**src/dchs_pkg.sv**
```systemverilog
// ----------------------------------------------------------------------------
// dchs_pkg
// Types and fixed constants shared by the depth crop histogram shader.
// ----------------------------------------------------------------------------
package dchs_pkg;

    // Width of one bin and its saturation value.
    localparam int BIN_W = 19;
    localparam logic [BIN_W-1:0] BIN_MAX = {BIN_W{1'b1}};

    // The shade quotient never exceeds 256, so nine bits hold it.
    localparam int QUOT_W = 9;
    localparam int STEP_W = $clog2(QUOT_W);

    // Configuration port.
    localparam int ADDR_W = 5;
    localparam int DATA_W = 32;

    localparam logic [2:0] REG_CROP_LEFT   = 3'd0;
    localparam logic [2:0] REG_CROP_RIGHT  = 3'd1;
    localparam logic [2:0] REG_CROP_TOP    = 3'd2;
    localparam logic [2:0] REG_CROP_BOTTOM = 3'd3;
    localparam logic [2:0] REG_NEAR_LIMIT  = 3'd4;
    localparam logic [2:0] REG_FAR_LIMIT   = 3'd5;

    localparam logic [9:0]  CROP_LEFT_RST   = 10'd0;
    localparam logic [9:0]  CROP_RIGHT_RST  = 10'd639;
    localparam logic [8:0]  CROP_TOP_RST    = 9'd0;
    localparam logic [8:0]  CROP_BOTTOM_RST = 9'd479;
    localparam logic [13:0] NEAR_LIMIT_RST  = 14'd0;
    localparam logic [13:0] FAR_LIMIT_RST   = 14'd10000;

    // Request actions.
    localparam logic [1:0] ACT_CLEAR      = 2'd0;
    localparam logic [1:0] ACT_ACCUMULATE = 2'd1;
    localparam logic [1:0] ACT_FINALIZE   = 2'd2;
    localparam logic [1:0] ACT_MAP        = 2'd3;

    localparam logic [7:0] KEPT_LEVEL = 8'd255;

    typedef struct packed {
        logic [1:0]  action;
        logic [9:0]  column;
        logic [8:0]  row;
        logic [15:0] depth;
    } pixel_req_t;

    typedef struct packed {
        logic [7:0] primary_channel;
        logic [7:0] shade;
    } pixel_rsp_t;

endpackage

```
**src/dchs_shade_div.sv**
```systemverilog
// ----------------------------------------------------------------------------
// dchs_shade_div
// Restoring divider that forms floor(256 * rest / total) one bit per cycle.
// ----------------------------------------------------------------------------
module dchs_shade_div
    import dchs_pkg::*;
(
    input  logic              clk,
    input  logic              rst_n,
    input  logic              start,
    input  logic [BIN_W-1:0]  rest,
    input  logic [BIN_W-1:0]  total,
    output logic              done,
    output logic [QUOT_W-1:0] quot
);

    logic              busy_reg;
    logic              done_reg;
    logic [STEP_W-1:0] step_reg;
    logic [BIN_W-1:0]  rem_reg;
    logic [QUOT_W-1:0] quot_reg;
    logic [BIN_W-1:0]  total_reg;
    logic [BIN_W:0]    shifted;
    logic              fits;

    // The first step compares rest itself against total (the 256 bit); rest
    // never exceeds total, so every later remainder stays below total.
    always_comb
    begin
        if (step_reg == STEP_W'(QUOT_W - 1))
        begin
            shifted = {1'b0, rem_reg};
        end
        else
        begin
            shifted = {rem_reg, 1'b0};
        end
        fits = (shifted >= {1'b0, total_reg});
    end

    always_ff @(posedge clk or negedge rst_n)
    begin
        if (!rst_n)
        begin
            busy_reg <= 1'b0;
            done_reg <= 1'b0;
            step_reg <= '0;
        end
        else
        begin
            done_reg <= 1'b0;
            if (start)
            begin
                busy_reg <= 1'b1;
                step_reg <= STEP_W'(QUOT_W - 1);
            end
            else if (busy_reg)
            begin
                if (step_reg == '0)
                begin
                    busy_reg <= 1'b0;
                    done_reg <= 1'b1;
                end
                else
                begin
                    step_reg <= step_reg - 1'b1;
                end
            end
        end
    end

    always_ff @(posedge clk)
    begin
        if (start)
        begin
            rem_reg   <= rest;
            total_reg <= total;
            quot_reg  <= '0;
        end
        else if (busy_reg)
        begin
            if (fits)
            begin
                rem_reg <= BIN_W'(shifted - {1'b0, total_reg});
            end
            else
            begin
                rem_reg <= shifted[BIN_W-1:0];
            end
            quot_reg <= {quot_reg[QUOT_W-2:0], fits};
        end
    end

    assign done = done_reg;
    assign quot = quot_reg;

endmodule

```
**config.mk**
```make
export PLATFORM = sky130hd
export DESIGN_NAME = dchs_shade_div
export DESIGN_NICKNAME = d
export VERILOG_FILES = /design/src/dchs_pkg.sv /design/src/dchs_shade_div.sv
export SDC_FILE = /design/constraint.sdc
export NUM_CORES = 1
export LEC_CHECK = 0
export BUFFER_PORTS_ARGS = -buffer_cell sky130_fd_sc_hd__buf_2
export CAP_MARGIN = 20
export CORE_AREA = 10 10 106 108
export CTS_CLUSTER_SIZE = 16
export DETAILED_ROUTE_END_ITERATION = 7
export DIE_AREA = 0 0 116 118
export PLACE_DENSITY_LB_ADDON = 0.1
export SETUP_SLACK_MARGIN = 0.05
export SLEW_MARGIN = 40
export SYNTH_ARGS = -nofsm -noshare
export SYNTH_HDL_FRONTEND = slang
export SYNTH_SLANG_ARGS = --single-unit
```
**constraint.sdc**
```tcl
create_clock -name clk -period 3.22 [get_ports clk]
set_input_delay 0.322 -clock clk [delete_from_list [all_inputs] [get_ports clk]]
set_output_delay 0.322 -clock clk [all_outputs]
set_load 0.01 [all_outputs]
```
# Yosys cells after proc, flatten, opt, wreduce, memory -nomap -nowiden
# Index checks and enable logic that the tools add are counted.
dict set report op_classes {
  order_cmp 1
  addsub 2
  reduce_logical 3
  eq_ne 2
  n_mux 13
}
# operator count
set ops {}
lappend ops {{$mux W19} 3}
lappend ops {{$ge A20 B19 Y1} 1}
lappend ops {{$mux W20} 1}
lappend ops {{$sub A19 B19 Y19} 1}
lappend ops {{$mux W4} 3}
lappend ops {{$mux W1} 6}
lappend ops {{$eq A4 B4 Y1 const B} 1}
lappend ops {{$logic_not A4 Y1} 1}
lappend ops {{$sub A4 B1 Y4 const B} 1}
lappend ops {{$ne A2 B2 Y1 const B} 1}
lappend ops {{$reduce_and A2 Y1} 1}
lappend ops {{$reduce_bool A2 Y1} 1}
dict set report word_totals {
  ff_bits 53
  input_bits 41
  out_inout_bits 10
}

# Logic depth before layout (Yosys ltp)
# Gate-level depths: netlist of the first run.
dict set report depth {
  ltp_word 6
  mapped_depth 18
  mapped_depth_nobuf 14
}

# Least setup slack after synthesis of the first run
# OpenSTA, ideal clock, no wires.
dict set report synth_path {
  path_kind {register to register}
  startpoint {register step_reg[0]}
  endpoint {register rem_reg[17], data pin}
  required_ns 2.959
  arrival_time_ns 3.245
  path_buffers 2
  stages_incl_launch_ff 17
  setup_ns 0.261
  setup_slack_ns -0.286
  period_less_slack_ns 3.506
  cell_sequence {dfrtp_1 > inv_1 > ha_1 > nand3b_1 > buf_2 > buf_2 > inv_1 > nand2_1 > ha_1 > inv_1 > fa_1 > a211oi_1 > o211ai_1 > a211oi_2 > a22oi_2 > and2_4 > a221o_1}
}
dict set report synth_via {
  elab_chain_len 6
  elab_cells_between_ends 7
  classes_between {add/sub: 1; order compare: 1; eq/ne: 1; mux: 4}
}
# item line_no
set synth_lines {}
lappend synth_lines {{start, declared} dchs_shade_div.sv:19} ;# logic [STEP_W-1:0] step_reg;
lappend synth_lines {{start signal, assigned} dchs_shade_div.sv:55} ;# step_reg <= STEP_W'(QUOT_W - 1);
lappend synth_lines {{start signal, assigned} dchs_shade_div.sv:66} ;# step_reg <= step_reg - 1'b1;
lappend synth_lines {{$eq A4 B4 Y1 (*)} dchs_shade_div.sv:30} ;# if (step_reg == STEP_W'(QUOT_W - 1))
lappend synth_lines {{$mux W20 (*)} dchs_shade_div.sv:30}
lappend synth_lines {{$sub A19 B19 Y19 or $ge A20 B19 Y1 (tied branches)} {dchs_shade_div.sv:84, dchs_shade_div.sv:38}}
lappend synth_lines {{$mux W19 (*)} dchs_shade_div.sv:82} ;# if (fits)
lappend synth_lines {{$mux W19 (*)} dchs_shade_div.sv:80} ;# else if (busy_reg)
lappend synth_lines {{$mux W19 (*)} dchs_shade_div.sv:74} ;# if (start)
lappend synth_lines {{end signal, assigned} dchs_shade_div.sv:76} ;# rem_reg <= rest;
lappend synth_lines {{end signal, assigned} dchs_shade_div.sv:84} ;# rem_reg <= BIN_W'(shifted - {1'b0, total_reg});
lappend synth_lines {{end signal, assigned} dchs_shade_div.sv:88} ;# rem_reg <= shifted[BIN_W-1:0];
lappend synth_lines {{end, declared} dchs_shade_div.sv:20} ;# logic [BIN_W-1:0] rem_reg;
# Every way passes the cells marked *; elsewhere a longest branch is shown, timed or not. The select of a mux whose other input is x is not followed.
# A chain may end at the register's enable or synchronous reset.

# Worst setup path in the final report of the first run
dict set report layout_path {
  startpoint {register step_reg[0]}
  endpoint {register rem_reg[3], data pin}
}
# Same word-level chain as after synthesis.

==> results of run 1 <==
## final cells by class
class,instances,area share (%)
multi-input cells,278,45.80
flip-flops and latches,53,32.37
clock buffers,6,2.064
inverters,26,2.312
clock inverters,2,0.4404
well taps,111,3.055
repair buffers,96,13.96
## worst min path at each step
stage                          to  slack (ns)  depth (start not counted)
global placement      step_reg[0]        0.15                          1
CTS                 total_reg[17]        0.15                          1
detailed placement    step_reg[0]        0.16                          1
floorplan                busy_reg        0.03                          0
finish              total_reg[16]        0.17                          1
global route        total_reg[12]        0.15                          1
## cell usage after synthesis (2+ instances only)
master,number
a211oi_1,3
a211oi_2,2
a21o_1,3
a21oi_1,15
a21oi_2,2
a221o_1,8
a31o_1,4
a31oi_1,2
a41oi_1,2
and4_1,3
buf_1,3
buf_2,8
buf_4,2
buf_6,4
clkbuf_1,4
dfrtp_1,6
dfxtp_1,9
edfxtp_1,38
ha_1,21
inv_1,25
mux2_2,12
mux2i_1,16
nand2_1,62
nand3_1,10
nand4_1,5
nor2_1,37
nor3_1,4
nor3b_1,2
nor4_1,2
o211ai_1,7
o21a_1,2
o21ai_0,13
o21ai_1,3
o21bai_1,3
xnor2_1,10
xor2_1,6
## power groups by stage
stage          sequential (mW)  combinational (mW)  clock [mW]
3_3_place_gp              1.13                4.01           0
4_1_cts                   1.12                4.26       0.486
6_report                  1.12                4.52       0.459
2_1_floorplan             1.08                2.91           0
3_5_place_dp              1.13                4.06           0
5_1_grt                   1.15                4.98       0.508
## routing by layer
metal	wire, um	share of wire, %
met2	4201	45
met1	4810	51
met4	116	1.2
met3	285	3.0
met5	0	0
## through the flow
step / cells / power [mW]
final: 572 / 6.104
after floorplan: 378 / 3.988
after detailed placement: 559 / 5.185
after global placement: 559 / 5.148
after global routing: 572 / 6.634
after CTS: 570 / 5.867
## repair_timing
| item | CTS | global route |
|---|---|---|
| endpoints found under the setup margin | 14 | 20 |
| gates resized for setup | 15 | 11 |
| hold buffers | 1 | 0 |
| endpoints found under the hold margin | 6 | 0 |
| pin swaps | 2 | 0 |
| buffers inserted | 2 | 2 |
| cloned | 0 | 0 |
## cell families after synthesis
| kind of cell | Yosys count |
|---|---|
| xor gates and xnor gates | 16 |
| and+or+nand+nor | 134 |
| adders and majority gates | 22 |
| AOI/OAI and AO/OA | 78 |
| muxes | 28 |
| buffers and inverters | 47 |
| DFF | 53 |
==> metrics.txt, run 1 <==
status=finished, violations left; failing checks=negative setup slack; fraction of layout cells with a size suffix above 1=33.41%; maximum vdd drop=0.4722 mV; Worst Tran Pin Value=0.5683 ns; CTS sink count=53; Syn Area/Cell=9.526 um^2; fin util=49.90%; Max Clock Skew=0.01483 ns; via count=3010; final worst slack=-0.01914 ns; DRT iter0 DRCs=114; Total Nets Final=523; CTS tree=done; post-DR vias/cell=5.262; first-pass GRT wire length=15660 um; Seq pwr share=18.4%; Critical Path End Type=flop; Max-Cap Viols=0; PD cells=1343 nW/um^2; clock transition at the registers of the reported paths=0.12 ns; area post-placement=4232 um^2; worst setup path endpoint=rem_reg[3]; initial core utilization=39.53%; Final Slew Violations=0; Net Count, Synth=441; global routing usage on met3=2.294%; I/O pins=51; antenna violations before repair=0; Syn Inst Count=378; Final Hold Viols=0; Ant. Diodes=0; Switching Share=43.81%; worst hold slack=0.1674 ns; min-delay src=total[16]; highest clock rate=308.7 MHz; RR Startpoint=step_reg[0]; Critical Path RT=3.28 ns; most common cell type on the critical path=buf_4; synth unique cells=56; commonest non-fill, non-tap cell in the layout=nand2_1; largest net degree at the start of global routing=30; M1 GR Usage=20.12%; combinational family with the most area after synthesis=simple AND/OR/NAND/NOR gates; CP startpoint=step_reg[0]; GRT overflow=0; arrival time worst endpoint=3.30 ns; Synth Register Bits=53; Cell Area, Synth=3601 um^2; Combinational Power Share=74.0%; DRT Pass-1 Iters=5; final wirelength=9414 um; Place WS=-0.05020 ns; Rel. slew slack=62.11%; Slowest Stage Delay on Critical Path=0.38 ns; Synth area leaders=edfxtp_1 32%, ha_1 7.3%, nand2_1 6.5%; Hold Path Class=in -> reg; Levels on crit path=15; Leak=2.034 nW; mux cell area share after synthesis=8.200%; prevailing post-synth register cell=edfxtp_1; Net Switching=2.674 mW; area of the multi-input gates=2082 um^2; Clock Power Share=7.5%; CTS Buf Count=5; Setup violations, final=3; Skew-Pair Late Insertion Delay=0.32 ns; clk buf depth=2; Ys Warns=0; GRT Util Overall=13.96%; setup TNS=-0.02855 ns; DIE WIDTH=116 um; Port Buffers=50; area grow syn2layout=26.23%; vias in the first global route=3083; Post-synth EDFFs=38; Final min period=3.239 ns; Final ANT Viol Nets=0; post-synthesis compound-gate area fraction=16.26%; Post-route DRC=0; Critical Path Slowest Stage Cell=dfrtp_1; Synth Area in XOR/XNOR=3.892%; Die ar.=13690 um^2; fin crit share=100.6%; Int Power=3.430 mW; worst r2r dst=rem_reg[3]; Post-DP HPWL=7184 um; RSZ-0062 raised after global routing=true; CP top delay family=buffers and inverters; met2 usage=20.81%; post-synthesis adder-cell area fraction=7.853%; FILL cells=889; Final Cell Area=4546 um^2; Worst R2R Path Depth=15; FFs w/ async S/R, synth=11.32%; FF/Latch Area=1471 um^2; CP Launch Type=flop; Seq/Total Area, Yosys=40.86%; area fraction of the dominant cell type after synthesis=31.69%; Crit Path Class=reg -> reg; wire per inst=16.46 um; H-Tree Depth=2; CP bufs+invs=6; flop-to-flop setup slack=-0.02 ns; commonest non-fill, non-tap cells in the layout=60 x nand2_1, 50 x buf_2, 41 x buf_4, 38 x edfxtp_1, 37 x nor2_1; CP Cell Sequence=inv_2, ha_4, nand3b_1, buf_12, buf_4, mux2_2, ha_4, buf_4, nand3_1, nand2b_1, a22oi_2, buf_12, buf_4, mux2i_2, a21oi_1; CP max FO=17; Synth Area in Simple Gates=16.71%; RD Place Congestion=0.9285; Root Driver=clkbuf_8; area leader, netlist=edfxtp_1; core area=9109 um^2; most crowded layer after global routing=met2; Rows=35; Chip Height=118 um
(Power assumes the default switching activity.)
==> inputs of run 2 (changes only) <==
==> constraint.sdc (replaced) <==
create_clock -name clk -period 3 [get_ports clk]
set_input_delay 0.3 -clock clk [delete_from_list [all_inputs] [get_ports clk]]
set_output_delay 0.3 -clock clk [all_outputs]
set_load 0.01 [all_outputs]
==> metrics.txt, run 2 (synthesized netlist as in run 1, its figures left out) <==
status=finished, violations left; failing checks=negative setup slack; Chip Height=118 um (unchanged); CP Cell Sequence=inv_2, ha_4, nand3b_1, buf_12, buf_12, mux2_4, ha_4, a21oi_4, o211ai_1, buf_4, a211oi_4, a22oi_2, buf_4, and2_4, a221o_1; Ant. Diodes=0 (unchanged); worst r2r dst=rem_reg[14]; flop-to-flop setup slack=-0.30 ns (-0.29 ns); GRT Util Overall=15.12% (+1.2 points); Total Nets Final=577 (+10%); Rows=35 (unchanged); fin util=57.17% (+7.3 points); Post-DP HPWL=7585 um (+5.6%); clk buf depth=2 (unchanged); CP startpoint=step_reg[1]; vias in the first global route=3413 (+11%); antenna violations before repair=0 (unchanged); Final Slew Violations=0 (unchanged); first-pass GRT wire length=16920 um (+8.0%); Final Hold Viols=0 (unchanged); RSZ-0062 raised after global routing=true; FILL cells=816 (-8.2%); RR Startpoint=step_reg[1]; I/O pins=51 (unchanged); Place WS=-0.3775 ns (-0.3273 ns); Worst Tran Pin Value=0.6218 ns (+0.05353 ns); Max Clock Skew=0.01029 ns (-0.004542 ns); worst setup path endpoint=rem_reg[14]; clock transition at the registers of the reported paths=0.11 ns (about the same); setup TNS=-5.147 ns (-5.119 ns); CTS sink count=53 (unchanged); fin crit share=110.2% (+9.6 points); commonest non-fill, non-tap cell in the layout=buf_4; highest clock rate=302.6 MHz (-2.0%); CP max FO=6 (-11); Port Buffers=50 (unchanged); Slowest Stage Delay on Critical Path=0.40 ns (+0.02 ns); Rel. slew slack=58.54% (-3.6 points); Root Driver=clkbuf_8; CP Launch Type=flop; fraction of layout cells with a size suffix above 1=45.05% (+12 points); core area=9109 um^2 (unchanged); Die ar.=13690 um^2 (unchanged); RD Place Congestion=0.8980 (-3.3%); Critical Path End Type=flop; Setup violations, final=20 (+17); Placed Instances=596 (+6.6%); CTS tree=done; Post-Layout Cell Count=626 (+9.4%); DRT iter0 DRCs=220 (+93%); Hold Path Class=in -> reg; H-Tree Depth=2 (unchanged); Post-route DRC=0 (unchanged); largest net degree at the start of global routing=57 (+90%); CTS Buf Count=5 (unchanged); Worst R2R Path Depth=15 (unchanged); final worst slack=-0.3050 ns (-0.2858 ns); initial core utilization=39.53% (unchanged); arrival time worst endpoint=3.38 ns (+0.08 ns); Final min period=3.305 ns (+0.06585 ns); commonest non-fill, non-tap cells in the layout=85 x buf_4, 53 x nand2_1, 50 x buf_2, 38 x edfxtp_1, 34 x nor2_1; Critical Path RT=3.07 ns (-0.21 ns); Final ANT Viol Nets=0 (unchanged); DIE WIDTH=116 um (unchanged); post-DR vias/cell=5.094 (-3.2%); DRT Pass-1 Iters=4 (-1); area grow syn2layout=44.61%; wire per inst=16.36 um (-0.59%); final wirelength=10240 um (+8.8%); Max-Cap Viols=0 (unchanged); Skew-Pair Late Insertion Delay=0.32 ns (about the same); via count=3189 (+5.9%); Critical Path Slowest Stage Cell=dfrtp_1; Crit Path Class=reg -> reg; GRT overflow=0 (unchanged)
## run 2: cell types whose count changed in the layout (fill, tap and decap cells not counted), sizes merged
cell	change
clkinv	-1
buf	+54
inv	+1
## run 2: cell type report
cell class / count / area, um^2 / share of cell area (%)
clock inverters: 2 / 17.52 / 0.3364
flip-flops and latches: 53 / 1471 / 28.26
multi-input cells: 278 / 2300 / 44.16
clock buffers: 6 / 93.84 / 1.802
inverters: 26 / 105.1 / 2.018
repair buffers: 150 / 1081 / 20.76
well taps: 111 / 138.9 / 2.667
## run 2: critical path: cells and delay by family, from the launching register on
family / cells / cell delay (ns)
and+or+nand+nor: 2 / 0.26
DFF: 1 / 0.40
muxes: 1 / 0.33
buffers and inverters: 5 / 0.71
adders and majority gates: 2 / 0.40
AOI/OAI and AO/OA: 5 / 0.95
## run 2: stage by stage
stage | cell area, um^2 | hold slack [ns]
2_1_floorplan | 3652 | 0.004409
3_3_place_gp | 4497 | 0.1342
3_5_place_dp | 4497 | 0.1327
4_1_cts | 5014 | 0.1420
5_1_grt | 5207 | 0.1355
6_report | 5207 | 0.1493
## run 2: what timing repair did
item / in CTS / in global routing
hold buffers: 1 / 0
gates cloned: 1 / 0
setup buffers: 13 / 7
gates resized for setup: 50 / 33
setup endpoints to repair: 20 / 20
pin swaps: 24 / 13
hold endpoints to repair: 6 / 0
## run 2: per-layer routing
metal,global-route usage (%),up-vias,part of all wire [%]
met2,23.71,60,46
met4,2.582,0,0.70
met1,21.33,1502,49
met5,0,-,0
li1,-,1620,-
met3,2.497,7,3.8
## run 2: worst min path at each step
stage	depth (start not counted)	from	end
after global routing	1	total[4]	total_reg[4]
final	1	total[0]	total_reg[0]
after CTS	1	total[4]	total_reg[4]
after detailed placement	1	rst_n	done
after floorplan	0	rst_n	busy_reg
after global placement	1	rst_n	done
Power of run 2 is not shown: default switching activity piles up to over one toggle a cycle in this logic, so the estimate is an artifact.
